===== src/lidar_scan_polar_to_cartesian_top_defines.svh =====
// Assertion macros for the lidar scan polar-to-cartesian converter.
`ifndef LIDAR_SCAN_POLAR_TO_CARTESIAN_TOP_DEFINES_SVH
`define LIDAR_SCAN_POLAR_TO_CARTESIAN_TOP_DEFINES_SVH

`ifndef SYNTHESIS
`define LSPC_ASSERT_IMPLY(label, clk, rst, ante, cons) \
   label: assert property (@(posedge clk) disable iff (rst) (ante) |-> (cons)) \
      else $error("lspc: same-cycle check failed");
`define LSPC_ASSERT_NEXT(label, clk, rst, ante, cons) \
   label: assert property (@(posedge clk) disable iff (rst) (ante) |=> (cons)) \
      else $error("lspc: next-cycle check failed");
`else
`define LSPC_ASSERT_IMPLY(label, clk, rst, ante, cons)
`define LSPC_ASSERT_NEXT(label, clk, rst, ante, cons)
`endif

`endif


===== src/lspc_pkg.sv =====
// Shared types and constants for the lidar scan polar-to-cartesian converter.
`timescale 1ns / 1ps

package lspc_pkg;

   localparam int CORDIC_STEPS_DEF = 16;
   localparam int ANGLE_BITS_DEF   = 20;

   localparam int CSR_ADDR_W = 5;
   localparam int CSR_DATA_W = 32;

   localparam logic [2:0] REG_RANGE_LOWER = 3'd0;
   localparam logic [2:0] REG_RANGE_UPPER = 3'd1;
   localparam logic [2:0] REG_START_ANGLE = 3'd2;
   localparam logic [2:0] REG_ANGLE_STEP  = 3'd3;
   localparam logic [2:0] REG_SCALE       = 3'd4;

   localparam logic [23:0] RANGE_LOWER_RST = 24'd0;
   localparam logic [23:0] RANGE_UPPER_RST = 24'hFFFFFF;
   localparam logic [19:0] START_ANGLE_RST = 20'd0;
   localparam logic [19:0] ANGLE_STEP_RST  = 20'd0;
   localparam logic [15:0] SCALE_RST       = 16'd5120;

   localparam logic [24:0] RANGE_MARGIN = 25'd410;
   localparam logic [23:0] CORDIC_GAIN  = 24'd10188014;

   typedef struct packed {
      logic [23:0] range_lower;
      logic [23:0] range_upper;
      logic [19:0] start_angle;
      logic [19:0] angle_step;
      logic [15:0] scale;
      logic        start_wr;
      logic [19:0] start_raw;
   } cfg_type;

   typedef enum logic [2:0] {
      ST_IDLE,
      ST_SCALE,
      ST_GAIN_LO,
      ST_GAIN_HI,
      ST_PRE,
      ST_ROTATE,
      ST_DONE
   } state_type;

   function automatic logic [29:0] atan_entry(input logic [4:0] idx);
      logic [29:0] v;
      unique case (idx)
         5'd0:    v = 30'd536870912;
         5'd1:    v = 30'd316933406;
         5'd2:    v = 30'd167458907;
         5'd3:    v = 30'd85004756;
         5'd4:    v = 30'd42667331;
         5'd5:    v = 30'd21354465;
         5'd6:    v = 30'd10679838;
         5'd7:    v = 30'd5340245;
         5'd8:    v = 30'd2670163;
         5'd9:    v = 30'd1335087;
         5'd10:   v = 30'd667544;
         5'd11:   v = 30'd333772;
         5'd12:   v = 30'd166886;
         5'd13:   v = 30'd83443;
         5'd14:   v = 30'd41722;
         5'd15:   v = 30'd20861;
         5'd16:   v = 30'd10430;
         5'd17:   v = 30'd5215;
         5'd18:   v = 30'd2608;
         5'd19:   v = 30'd1304;
         5'd20:   v = 30'd652;
         5'd21:   v = 30'd326;
         5'd22:   v = 30'd163;
         5'd23:   v = 30'd81;
         default: v = 30'd0;
      endcase
      return v;
   endfunction

endpackage


===== src/lspc_csr.sv =====
// Configuration register file with APB-style access.
`timescale 1ns / 1ps

module lspc_csr
   import lspc_pkg::*;
(
   input  logic                  clock,
   input  logic                  reset,
   input  logic                  csr_psel,
   input  logic                  csr_penable,
   input  logic                  csr_pwrite,
   input  logic [CSR_ADDR_W-1:0] csr_paddr,
   input  logic [CSR_DATA_W-1:0] csr_pwdata,
   output logic [CSR_DATA_W-1:0] csr_prdata,
   output logic                  csr_pready,
   output cfg_type               cfg
);

   logic [23:0] lower_ff, lower_in;
   logic [23:0] upper_ff, upper_in;
   logic [19:0] start_ff, start_in;
   logic [19:0] step_ff, step_in;
   logic [15:0] scale_ff, scale_in;
   logic        wr_en;
   logic [2:0]  idx;

   assign csr_pready = 1'b1;
   assign wr_en      = csr_psel && csr_penable && csr_pwrite && csr_pready;
   assign idx        = csr_paddr[4:2];

   always_comb begin
      lower_in = lower_ff;
      upper_in = upper_ff;
      start_in = start_ff;
      step_in  = step_ff;
      scale_in = scale_ff;
      if (wr_en) begin
         unique case (idx)
            REG_RANGE_LOWER: lower_in = csr_pwdata[23:0];
            REG_RANGE_UPPER: upper_in = csr_pwdata[23:0];
            REG_START_ANGLE: start_in = csr_pwdata[19:0];
            REG_ANGLE_STEP:  step_in  = csr_pwdata[19:0];
            REG_SCALE:       scale_in = csr_pwdata[15:0];
            default: ;
         endcase
      end
   end

   always_ff @(posedge clock) begin
      if (reset) begin
         lower_ff <= RANGE_LOWER_RST;
         upper_ff <= RANGE_UPPER_RST;
         start_ff <= START_ANGLE_RST;
         step_ff  <= ANGLE_STEP_RST;
         scale_ff <= SCALE_RST;
      end else begin
         lower_ff <= lower_in;
         upper_ff <= upper_in;
         start_ff <= start_in;
         step_ff  <= step_in;
         scale_ff <= scale_in;
      end
   end

   always_comb begin
      unique case (idx)
         REG_RANGE_LOWER: csr_prdata = {8'd0, lower_ff};
         REG_RANGE_UPPER: csr_prdata = {8'd0, upper_ff};
         REG_START_ANGLE: csr_prdata = {12'd0, start_ff};
         REG_ANGLE_STEP:  csr_prdata = {12'd0, step_ff};
         REG_SCALE:       csr_prdata = {16'd0, scale_ff};
         default:         csr_prdata = '0;
      endcase
   end

   always_comb begin
      cfg.range_lower = lower_ff;
      cfg.range_upper = upper_ff;
      cfg.start_angle = start_ff;
      cfg.angle_step  = step_ff;
      cfg.scale       = scale_ff;
      cfg.start_wr    = wr_en && (idx == REG_START_ANGLE);
      cfg.start_raw   = csr_pwdata[19:0];
   end

endmodule


===== src/lspc_core.sv =====
// Sequencer with shared multiplier and iterative CORDIC rotator.
`timescale 1ns / 1ps

module lspc_core
   import lspc_pkg::*;
#(
   parameter int CORDIC_STEPS = CORDIC_STEPS_DEF,
   parameter int ANGLE_BITS   = ANGLE_BITS_DEF
) (
   input  logic        clock,
   input  logic        reset,
   input  cfg_type     cfg,
   input  logic        req_tvalid,
   output logic        req_tready,
   input  logic [23:0] req_tdata,   // [23:0] range_sample
   input  logic        req_tlast,
   output logic        rsp_tvalid,
   input  logic        rsp_tready,
   output logic [55:0] rsp_tdata,   // [24:0] point_x, [49:25] point_y
   output logic        rsp_tuser,   // [0] kept
   output logic        rsp_tlast
);

   localparam int ITER_W = $clog2(CORDIC_STEPS);

   state_type state_ff, state_in;

   logic [ANGLE_BITS-1:0] beam_ff, beam_in;
   logic [ANGLE_BITS-1:0] angle_ff, angle_in;
   logic [23:0]           range_ff, range_in;
   logic                  last_ff, last_in;
   logic                  keep_ff, keep_in;
   logic                  flip_ff, flip_in;
   logic [39:0]           mul_ff, mul_in;
   logic [37:0]           acc_ff, acc_in;
   logic [13:0]           dhi_ff, dhi_in;
   logic signed [37:0]    x_ff, x_in;
   logic signed [37:0]    y_ff, y_in;
   logic signed [33:0]    z_ff, z_in;
   logic [ITER_W-1:0]     iter_ff, iter_in;

   logic                  out_valid_ff, out_valid_in;
   logic [24:0]           out_x_ff, out_x_in;
   logic [24:0]           out_y_ff, out_y_in;
   logic                  out_keep_ff, out_keep_in;
   logic                  out_last_ff, out_last_in;

   logic [23:0]           mul_a;
   logic [23:0]           mul_b;
   logic [47:0]           mul_p;
   logic [27:0]           d_val;
   logic [52:0]           gain_sum;
   logic [ANGLE_BITS+31:0] angle_wide;
   logic signed [33:0]    z_pre;
   logic signed [37:0]    dx;
   logic signed [37:0]    dy;
   logic signed [33:0]    ztab;
   logic signed [37:0]    x_fin;
   logic signed [37:0]    y_fin;
   logic                  accept;
   logic                  gate_lo;
   logic                  gate_hi;
   logic                  out_free;

   function automatic logic [ANGLE_BITS-1:0] to_angle(input logic [19:0] raw);
      logic [51:0] w;
      w = {raw, 32'd0};
      return w[51 -: ANGLE_BITS];
   endfunction

   function automatic logic [24:0] sat_round(input logic signed [37:0] v);
      logic signed [37:0] r;
      logic [24:0]        o;
      r = (v + 38'sd128) >>> 8;
      if (r > 38'sd16777215) begin
         o = 25'h0FFFFFF;
      end else if (r < -38'sd16777216) begin
         o = 25'h1000000;
      end else begin
         o = r[24:0];
      end
      return o;
   endfunction

   assign req_tready = (state_ff == ST_IDLE);
   assign accept     = req_tvalid && req_tready;
   assign out_free   = !out_valid_ff || rsp_tready;

   assign gate_lo = req_tdata > cfg.range_lower;
   assign gate_hi = ({1'b0, req_tdata} + RANGE_MARGIN) < {1'b0, cfg.range_upper};

   assign mul_p      = mul_a * mul_b;
   assign d_val      = 28'((mul_ff + 40'd2048) >> 12);
   assign gain_sum   = 53'(acc_ff) + (53'(mul_ff[37:0]) << 14) + 53'd32768;
   assign angle_wide = {angle_ff, 32'd0};
   assign z_pre      = {{2{angle_wide[ANGLE_BITS+31]}}, angle_wide[ANGLE_BITS+31 -: 32]};
   assign dx         = y_ff >>> iter_ff;
   assign dy         = x_ff >>> iter_ff;
   assign ztab       = $signed({4'd0, atan_entry(5'(iter_ff))});
   assign x_fin      = flip_ff ? -x_ff : x_ff;
   assign y_fin      = flip_ff ? -y_ff : y_ff;

   always_comb begin
      unique case (state_ff)
         ST_SCALE: begin
            mul_a = range_ff;
            mul_b = {8'd0, cfg.scale};
         end
         ST_GAIN_LO: begin
            mul_a = {10'd0, d_val[13:0]};
            mul_b = CORDIC_GAIN;
         end
         ST_GAIN_HI: begin
            mul_a = {10'd0, dhi_ff};
            mul_b = CORDIC_GAIN;
         end
         default: begin
            mul_a = '0;
            mul_b = '0;
         end
      endcase
   end

   always_comb begin
      state_in     = state_ff;
      beam_in      = beam_ff;
      angle_in     = angle_ff;
      range_in     = range_ff;
      last_in      = last_ff;
      keep_in      = keep_ff;
      flip_in      = flip_ff;
      mul_in       = mul_ff;
      acc_in       = acc_ff;
      dhi_in       = dhi_ff;
      x_in         = x_ff;
      y_in         = y_ff;
      z_in         = z_ff;
      iter_in      = iter_ff;
      out_valid_in = out_valid_ff && !rsp_tready;
      out_x_in     = out_x_ff;
      out_y_in     = out_y_ff;
      out_keep_in  = out_keep_ff;
      out_last_in  = out_last_ff;

      if (cfg.start_wr) begin
         beam_in = to_angle(cfg.start_raw);
      end else if (accept) begin
         beam_in = req_tlast ? to_angle(cfg.start_angle)
                             : beam_ff + to_angle(cfg.angle_step);
      end

      unique case (state_ff)
         ST_IDLE: begin
            if (accept) begin
               range_in = req_tdata;
               last_in  = req_tlast;
               keep_in  = gate_lo && gate_hi;
               angle_in = beam_ff;
               state_in = (gate_lo && gate_hi) ? ST_SCALE : ST_DONE;
            end
         end
         ST_SCALE: begin
            mul_in   = mul_p[39:0];
            state_in = ST_GAIN_LO;
         end
         ST_GAIN_LO: begin
            dhi_in   = d_val[27:14];
            mul_in   = mul_p[39:0];
            state_in = ST_GAIN_HI;
         end
         ST_GAIN_HI: begin
            acc_in   = mul_ff[37:0];
            mul_in   = mul_p[39:0];
            state_in = ST_PRE;
         end
         ST_PRE: begin
            x_in    = $signed({1'b0, gain_sum[52:16]});
            y_in    = '0;
            iter_in = '0;
            if (z_pre >= 34'sd1073741824) begin
               z_in    = z_pre - 34'sd2147483648;
               flip_in = 1'b1;
            end else if (z_pre < -34'sd1073741824) begin
               z_in    = z_pre + 34'sd2147483648;
               flip_in = 1'b1;
            end else begin
               z_in    = z_pre;
               flip_in = 1'b0;
            end
            state_in = ST_ROTATE;
         end
         ST_ROTATE: begin
            if (!z_ff[33]) begin
               x_in = x_ff - dx;
               y_in = y_ff + dy;
               z_in = z_ff - ztab;
            end else begin
               x_in = x_ff + dx;
               y_in = y_ff - dy;
               z_in = z_ff + ztab;
            end
            iter_in = iter_ff + ITER_W'(1);
            if (iter_ff == ITER_W'(CORDIC_STEPS - 1)) begin
               state_in = ST_DONE;
            end
         end
         ST_DONE: begin
            if (out_free) begin
               out_valid_in = 1'b1;
               out_keep_in  = keep_ff;
               out_last_in  = last_ff;
               out_x_in     = keep_ff ? sat_round(x_fin) : '0;
               out_y_in     = keep_ff ? sat_round(y_fin) : '0;
               state_in     = ST_IDLE;
            end
         end
         default: state_in = ST_IDLE;
      endcase
   end

   always_ff @(posedge clock) begin
      if (reset) begin
         state_ff     <= ST_IDLE;
         beam_ff      <= to_angle(START_ANGLE_RST);
         out_valid_ff <= 1'b0;
      end else begin
         state_ff     <= state_in;
         beam_ff      <= beam_in;
         out_valid_ff <= out_valid_in;
      end
   end

   always_ff @(posedge clock) begin
      angle_ff    <= angle_in;
      range_ff    <= range_in;
      last_ff     <= last_in;
      keep_ff     <= keep_in;
      flip_ff     <= flip_in;
      mul_ff      <= mul_in;
      acc_ff      <= acc_in;
      dhi_ff      <= dhi_in;
      x_ff        <= x_in;
      y_ff        <= y_in;
      z_ff        <= z_in;
      iter_ff     <= iter_in;
      out_x_ff    <= out_x_in;
      out_y_ff    <= out_y_in;
      out_keep_ff <= out_keep_in;
      out_last_ff <= out_last_in;
   end

   assign rsp_tvalid = out_valid_ff;
   assign rsp_tdata  = {6'd0, out_y_ff, out_x_ff};
   assign rsp_tuser  = out_keep_ff;
   assign rsp_tlast  = out_last_ff;

endmodule


===== src/lidar_scan_polar_to_cartesian_top.sv =====
// A kept sample runs SCALE, GAIN_LO, GAIN_HI, PRE, ROTATE, then DONE, before it shows on rsp.
// A rejected sample goes from IDLE straight to DONE before it shows on rsp.
// A new sample is taken only in IDLE, so none is taken until the last one leaves DONE;
// it leaves DONE once the result register is free. The result register frees req while rsp stalls.
// Reset: synchronous, active high; clears control, restores register defaults, angle to 0.
`timescale 1ns / 1ps

`include "lidar_scan_polar_to_cartesian_top_defines.svh"

module lidar_scan_polar_to_cartesian_top
   import lspc_pkg::*;
#(
   parameter int CORDIC_STEPS = CORDIC_STEPS_DEF,
   parameter int ANGLE_BITS   = ANGLE_BITS_DEF
) (
   input  logic                  clock,
   input  logic                  reset,
   input  logic                  req_tvalid,
   output logic                  req_tready,
   input  logic [23:0]           req_tdata,   // [23:0] range_sample
   input  logic                  req_tlast,
   output logic                  rsp_tvalid,
   input  logic                  rsp_tready,
   output logic [55:0]           rsp_tdata,   // [24:0] point_x, [49:25] point_y
   output logic                  rsp_tuser,   // [0] kept
   output logic                  rsp_tlast,
   input  logic                  csr_psel,
   input  logic                  csr_penable,
   input  logic                  csr_pwrite,
   input  logic [CSR_ADDR_W-1:0] csr_paddr,
   input  logic [CSR_DATA_W-1:0] csr_pwdata,
   output logic [CSR_DATA_W-1:0] csr_prdata,
   output logic                  csr_pready
);

   cfg_type cfg;

   lspc_csr u_csr (
      .clock       (clock),
      .reset       (reset),
      .csr_psel    (csr_psel),
      .csr_penable (csr_penable),
      .csr_pwrite  (csr_pwrite),
      .csr_paddr   (csr_paddr),
      .csr_pwdata  (csr_pwdata),
      .csr_prdata  (csr_prdata),
      .csr_pready  (csr_pready),
      .cfg         (cfg)
   );

   lspc_core #(
      .CORDIC_STEPS (CORDIC_STEPS),
      .ANGLE_BITS   (ANGLE_BITS)
   ) u_core (
      .clock      (clock),
      .reset      (reset),
      .cfg        (cfg),
      .req_tvalid (req_tvalid),
      .req_tready (req_tready),
      .req_tdata  (req_tdata),
      .req_tlast  (req_tlast),
      .rsp_tvalid (rsp_tvalid),
      .rsp_tready (rsp_tready),
      .rsp_tdata  (rsp_tdata),
      .rsp_tuser  (rsp_tuser),
      .rsp_tlast  (rsp_tlast)
   );

   `LSPC_ASSERT_NEXT(a_busy_after_req, clock, reset, req_tvalid && req_tready, !req_tready)
   `LSPC_ASSERT_IMPLY(a_reject_zero, clock, reset, rsp_tvalid && !rsp_tuser, rsp_tdata == 56'd0)
   `LSPC_ASSERT_IMPLY(a_pad_zero, clock, reset, rsp_tvalid, rsp_tdata[55:50] == 6'd0)

endmodule

===== config.mk =====
export PLATFORM = sky130hd
export DESIGN_NAME = lidar_scan_polar_to_cartesian_top
export DESIGN_NICKNAME = d
export VERILOG_FILES = /design/src/lspc_pkg.sv /design/src/lspc_csr.sv /design/src/lspc_core.sv /design/src/lidar_scan_polar_to_cartesian_top.sv
export VERILOG_INCLUDE_DIRS = /design/src /design/src/src
export SDC_FILE = /design/constraint.sdc
export NUM_CORES = 2
export LEC_CHECK = 0
export BUFFER_PORTS_ARGS = -buffer_cell sky130_fd_sc_hd__buf_2
export CORE_MARGIN = 2
export CORE_UTILIZATION = 62
export DETAILED_ROUTE_END_ITERATION = 7
export PLACE_DENSITY = 0.79
export SKIP_LAST_GASP = 1
export SLEW_MARGIN = 5
export SYNTH_ARGS = -nofsm -noshare
export SYNTH_HDL_FRONTEND = slang
export SYNTH_HIERARCHICAL = 1
export SYNTH_SLANG_ARGS = --single-unit

===== constraint.sdc =====
create_clock -name clock -period 12.3 [get_ports clock]
set_clock_uncertainty 0.05 [all_clocks]
set_input_delay 2.46 -clock clock [delete_from_list [all_inputs] [get_ports clock]]
set_output_delay 2.46 -clock clock [all_outputs]
set_load 0.02 [all_outputs]

# --- After elaboration in Yosys (flattened, before gate mapping) ---
# Memory sizes are Yosys's and may differ from the RTL's. A register that Yosys moved wholly into a read port is not among the register bits.
# Cells that the tools add are included.
op_classes:
  eq_ne: 14
  bitwise: 1
  reduce_logical: 25
  multipliers: 1
  mux: 30
  add_sub_neg: 18
  div_mod_pow: 0
  order_cmp: 8
  shifts: 2
ops:
  columns: ["op", "n"]
  rows:
  - ["2-to-1 mux 38 bit", 4]
  - ["case mux 38 bit (2 select lines)", 2]
  - ["case mux 24 bit (5 select lines)", 1]
  - ["2-to-1 mux 34 bit", 3]
  - ["adder 38 bit", 2]
  - ["adder 38 x 9 -> 38 bit (second input constant)", 2]
  - ["negation 38 bit", 2]
  - [">>> shifter 38 x 4 -> 38 bit", 2]
  - ["subtractor 38 bit", 2]
  - ["case mux 24 bit (3 select lines)", 1]
  - ["case mux 34 bit (2 select lines)", 1]
  - ["greater-than comparator 30 x 25 -> 1 bit (second input constant)", 2]
  - ["< comparator 30 x 25 -> 1 bit (second input constant)", 2]
  - ["2-to-1 mux 20 bit", 3]
  - ["adder 38 x 52 -> 53 bit", 1]
  - ["adder 53 x 16 -> 53 bit (second input constant)", 1]
  - ["2-to-1 mux 25 bit", 2]
  - ["2-to-1 mux 24 bit", 2]
  - ["case mux 24 bit (2 select lines)", 1]
  - ["adder 40 x 12 -> 40 bit (second input constant)", 1]
  - ["multiplier 24 x 24 -> 40 bit", 1]
  - ["adder 32 x 33 -> 34 bit (second input constant)", 1]
  - ["adder 34 x 31 -> 34 bit", 1]
  - ["subtractor 32 x 33 -> 34 bit (second input constant)", 1]
  - ["other kinds (29)", 58]
totals:
  mem_bits_rw: 0
  mem_bits_ro: 480
  memories: 1
  output_inout_bits: 93
  wordCells: 126
  latch_bits: 0
  inputBits: 69
  ff_bits: 433
mem_list:
  columns: ["name", "words", "word_bits", "rd", "rd_clocked_by_memory_dff", "write_ports", "line_no", "source"]
  rows:
  - ["(no name shown)", 16, 30, 1, 1, 0, "lspc_pkg.sv:49", "unique case (idx)"]

# --- Depth between registers and ports, before layout ---
logic_depth:
  depth_word: 6
  depth_mapped: 37
  ltp_nobuf: 36

# --- Cells and area by module ---
# Netlist, hierarchy kept.
modules_own_cells:
  columns: ["module", "cells_per_inst", "instances", "area_each_um2"]
  rows:
  - ["lspc_core", 5288, 1, 47018.8]
  - ["lspc_csr", 530, 1, 5238.8]

# --- Worst setup path after synthesis ---
# No wires, ideal clock.
synth_timing:
  path_kind: "register -> register"
  from: "register u_core.mul_ff[15]"
  to: "register u_core.mul_ff[37], data pin"
  t_arrival_ns: 8.722
  stages_incl_launch_ff: 37
  setup_time_ns: 0.259
  path_slack_ns: 3.270
  n_path_buf: 1
  synth_period_minus_slack_ns: 9.030
  path_cell_list: "edfxtp_1 -> and3_1 -> and3_1 -> nand3_1 -> nor2_1 -> and3_1 -> xnor2_1 -> nor2_1 -> a21oi_1 -> nor2_1 -> a21oi_1 -> clkbuf_1 -> nor2_1 -> fa_1 -> inv_1 -> fa_1 -> fa_1 -> inv_1 -> fa_1 -> inv_1 -> fa_1 -> inv_1 -> fa_1 -> inv_1 -> fa_1 -> inv_1 -> ha_1 -> o21a_1 -> nor2_1 -> nor2b_1 -> and3_1 -> and3_1 -> a221oi_1 -> o311ai_0 -> or4b_2 -> a21oi_1 -> xnor2_1"
synth_via:
  elab_chain_len: 3
synth_rtl:
  columns: ["item", "line_no", "source"]
  rows:
  - ["from (decl)", "lspc_core.sv:34", "logic [39:0] mul_ff, mul_in;"]
  - ["from (signal assigned)", "lspc_core.sv:239", "mul_ff <= mul_in;"]
  - ["adder 40 x 12 -> 40 bit", "lspc_core.sv:93", "assign d_val = 28'((mul_ff + 40'd2048) >> 12);"]
  - ["case mux 24 bit (3 select lines)", "lspc_core.sv:104", "unique case (state_ff)"]
  - ["multiplier 24 x 24 -> 40 bit", "lspc_core.sv:92", "assign mul_p = mul_a * mul_b;"]
  - ["named net u_core.mul_p[37]", "lspc_core.sv:50", "logic [47:0] mul_p;"]
# The timed path passes the listed nets, and every way through them passes these cells.
# A chain may end at the register's enable or synchronous reset.

# --- Worst setup path after layout ---
layout_timing:
  from: "register u_core.mul_ff[17]"
  to: "register u_core.mul_ff[37], data pin"
# The elaborated chain is that of the path after synthesis.

==> impl_metrics.json <==
{
  "status": "finished clean",
  "core_um2": 83600,
  "start_kind": "flip-flop",
  "yosysUniqueCellTypes": 113,
  "antenna_found_initial": 9,
  "crit_start": "u_core/mul_ff[17]",
  "combPwrFrac_pct": 67.5,
  "drc": 0,
  "grt_start_max_net_pins": 113,
  "h-tree-depth": 2,
  "nets": 6659,
  "final-max-slew-violation-count": 0,
  "cts_tree": "built",
  "slowest_delay_ps": 690,
  "p_sw_share_pct": 49.6,
  "dp_cells": 6815,
  "synthXorXnorAreaFrac_pct": 6.97,
  "r2r_setup_slack_ps": 2400,
  "cap_violations": 0,
  "rr_startpoint": "u_core/mul_ff[17]",
  "clk-insertion-delay-late_ps": 640,
  "worst_slack_ps": 2400,
  "vias_per_cell": 6.21,
  "area_growth_pct": 5.45,
  "fp.dieW_um": 294,
  "post_cts_buffers": 0,
  "io_buffers": 136,
  "synth_top_family_by_area": "adder cells",
  "cts_made_buffers": 49,
  "grtUsageMet1_pct": 42.7,
  "mostFrequentLayoutCells": "655 x inv_1, 618 x nor2_1, 436 x nand2_1",
  "fin_util_pct": 66.0,
  "power.leakage_nw": 24.6,
  "grt_pass1_vias": 41900,
  "synth_fa_ha_area_share_pct": 25.1,
  "avgRoutedWirePerCell_um": 20.9,
  "post_synth_and_or_nand_nor_area_fraction_pct": 16.3,
  "drt_iter0_drc": 3924,
  "p_clk_share_pct": 11.6,
  "synth_compound_area_share_pct": 13.1,
  "seq_area_um2": 11900,
  "hold_path_class": "flip-flop to flip-flop",
  "io_pins": 162,
  "hpwl_um": 110000,
  "fin_crit_ps": 9900,
  "cpMostUsedCell": "fa_1",
  "cellPowerDensity_nw_per_um2": 233,
  "fill_cells": 6683,
  "place_area_um2": 53500,
  "avgSynthCellArea_um2": 8.98,
  "cts.path.max_buffers": 3,
  "synth_edf_count": 291,
  "use_met2_pct": 53.2,
  "ys_async_sr_fraction_pct": 0,
  "min_from": "u_core/beam_ff[12]",
  "synthFlopType": "edfxtp_1",
  "cts_sinks": 449,
  "path_class": "flip-flop to flip-flop",
  "ys_seq_area_share_pct": 22.8,
  "vias": 42900,
  "dieArea_um2": 86600,
  "worstMarginPinSlew_ps": 1220,
  "gp_congestion": 0.971,
  "synth_area_um2": 52300,
  "clk_pin_slew_worst_paths_ps": 60,
  "cts_resized": 0,
  "final_common_cell": "inv_1",
  "multi_input_area_um2": 36500,
  "ir_drop_uv": 151,
  "die_h_um": 294,
  "crit_path_end_kind": "flip-flop",
  "relSlewSlack_pct": 18.5,
  "setup_tns_ps": 0,
  "finalCritPeriodShare_pct": 80.5,
  "syn_inst": 5818,
  "antenna_left": 0,
  "grt_usage_pct": 33.1,
  "grt_pass1_wl_um": 226000,
  "max_freq_ghz": 0.101,
  "hold_viol_final": 0,
  "drt_first_pass_iters": 8,
  "power_frac_seq_pct": 20.9,
  "muxShareOfSynthArea_pct": 8.07,
  "final_cells": 6912,
  "finalWirelength_um": 144000,
  "layout-drive-gt1-share_pct": 8.41,
  "use_met3_pct": 5.41,
  "cts-root-buf": "clkbuf_16",
  "crit_arrival_ps": 10220,
  "grt_setup_unrepaired": "false",
  "globalRouteOverflowTotal": 0,
  "critPathMaxFanout": 16,
  "yosys_warnings": 6,
  "p_int_mw": 6.47,
  "p_sw_mw": 6.37,
  "holdBufCountCts": 0,
  "pre_cts_ws_ps": 2510,
  "cpMaxStageDelayCell": "or4b_2",
  "initial_core_util_pct": 62.5,
  "cp.required_ps": 12610,
  "busiest_layer": "met2",
  "num_rows": 106,
  "finalSetupViolCount": 0,
  "fin_area_um2": 55100,
  "synth_seq_cells": 449
}
synthesized netlist by cell type, types with 44 or more instances:
| cell | number | area, um2 |
|---|---|---|
| a21oi_1 | 358 | 1790 |
| nand2_1 | 437 | 1640 |
| nand4_1 | 44 | 275 |
| a21o_1 | 99 | 743 |
| nor3_1 | 93 | 465 |
| inv_1 | 656 | 2460 |
| xor2_1 | 189 | 1660 |
| ha_1 | 400 | 5000 |
| edfxtp_1 | 291 | 8740 |
| fa_1 | 404 | 8090 |
| clkbuf_1 | 210 | 788 |
| and3_1 | 83 | 519 |
| xnor2_1 | 225 | 1970 |
| mux4_2 | 86 | 1940 |
| mux2i_1 | 163 | 1630 |
| nand3_1 | 100 | 500 |
| nand2b_1 | 152 | 951 |
| o21ai_0 | 213 | 1070 |
| dfxtp_1 | 158 | 3160 |
| nor2b_1 | 57 | 357 |
| nor2_1 | 620 | 2330 |
flip-flops by register name (all words and copies together) (netlist names), 24 cells and up:
| signal | count |
|---|---|
| u_core/acc_ff | 24 |
| u_csr/lower_ff | 24 |
| u_core/mul_ff | 40 |
| u_core/out_x_ff | 25 |
| u_core/ztab | 30 |
| u_csr/upper_ff | 24 |
| u_core/y_ff | 38 |
| u_core/out_y_ff | 25 |
| u_core/range_ff | 24 |
| u_core/x_ff | 38 |
| u_core/z_ff | 34 |
kinds of logic (layout without fill, tap and decap cells):
kind of cell | Yosys count | in the layout
AO/OA/AOI/OAI | 1067 | 1067
multiplexers | 304 | 304
XOR/XNOR | 415 | 415
AND/OR/NAND/NOR | 1786 | 1786
flip-flops | 449 | 449
buffers and inverters | 990 | 953
other | 3 | 54
adder cells (fa/ha/maj) | 804 | 804
per-layer routing:
layer	vias up	routed length (um)
met3	455	11900
met1	20700	57000
met4	2	9150
li1	19800	-
met5	-	13
met2	1978	66200
power by group through the flow:
stage	Combinational, mW	Clock, mW	Sequential, mW
2_1_floorplan	6.62	0	2.42
3_3_place_gp	8.26	0	2.67
3_5_place_dp	8.47	0	2.68
4_1_cts	8.56	1.51	2.66
5_1_grt	9.65	1.57	2.70
6_report	8.68	1.49	2.68
final cells by class:
cell class                      instances  area share (%)
Inverter                              660            4.51
Sequential cell                       449            21.6
Tap cell                             1080            2.45
Clock buffer                           65            2.42
Timing Repair Buffer                  203            2.18
Antenna cell                            7          0.0318
Clock inverter                         25           0.488
Multi-Input combinational cell       4423            66.3
worst paths after layout:
path,endpoint,cells after the start
worst max register to register,u_core/mul_ff[37],37
worst max-delay path,u_core/mul_ff[37],37
worst min register to register,u_core/angle_ff[12],0
worst min-delay path,u_core/angle_ff[12],0
critical path: cells and delay by family, from the launching register on:
| family | cells | cell delay [ps] |
|---|---|---|
| compound gates | 6 | 1360 |
| simple gates | 13 | 2740 |
| flops | 1 | 530 |
| xor+xnor | 2 | 220 |
| fa+ha+maj | 8 | 3900 |
| buf+inv | 8 | 830 |
through the flow:
step	power (mW)	hold slack (ps)
detailed placement	11.2	402
finish	12.8	415
CTS	12.7	406
floorplan	9.04	350
global placement	10.9	394
global route	13.9	423
No activity file was read; power rests on OpenSTA's default activity.
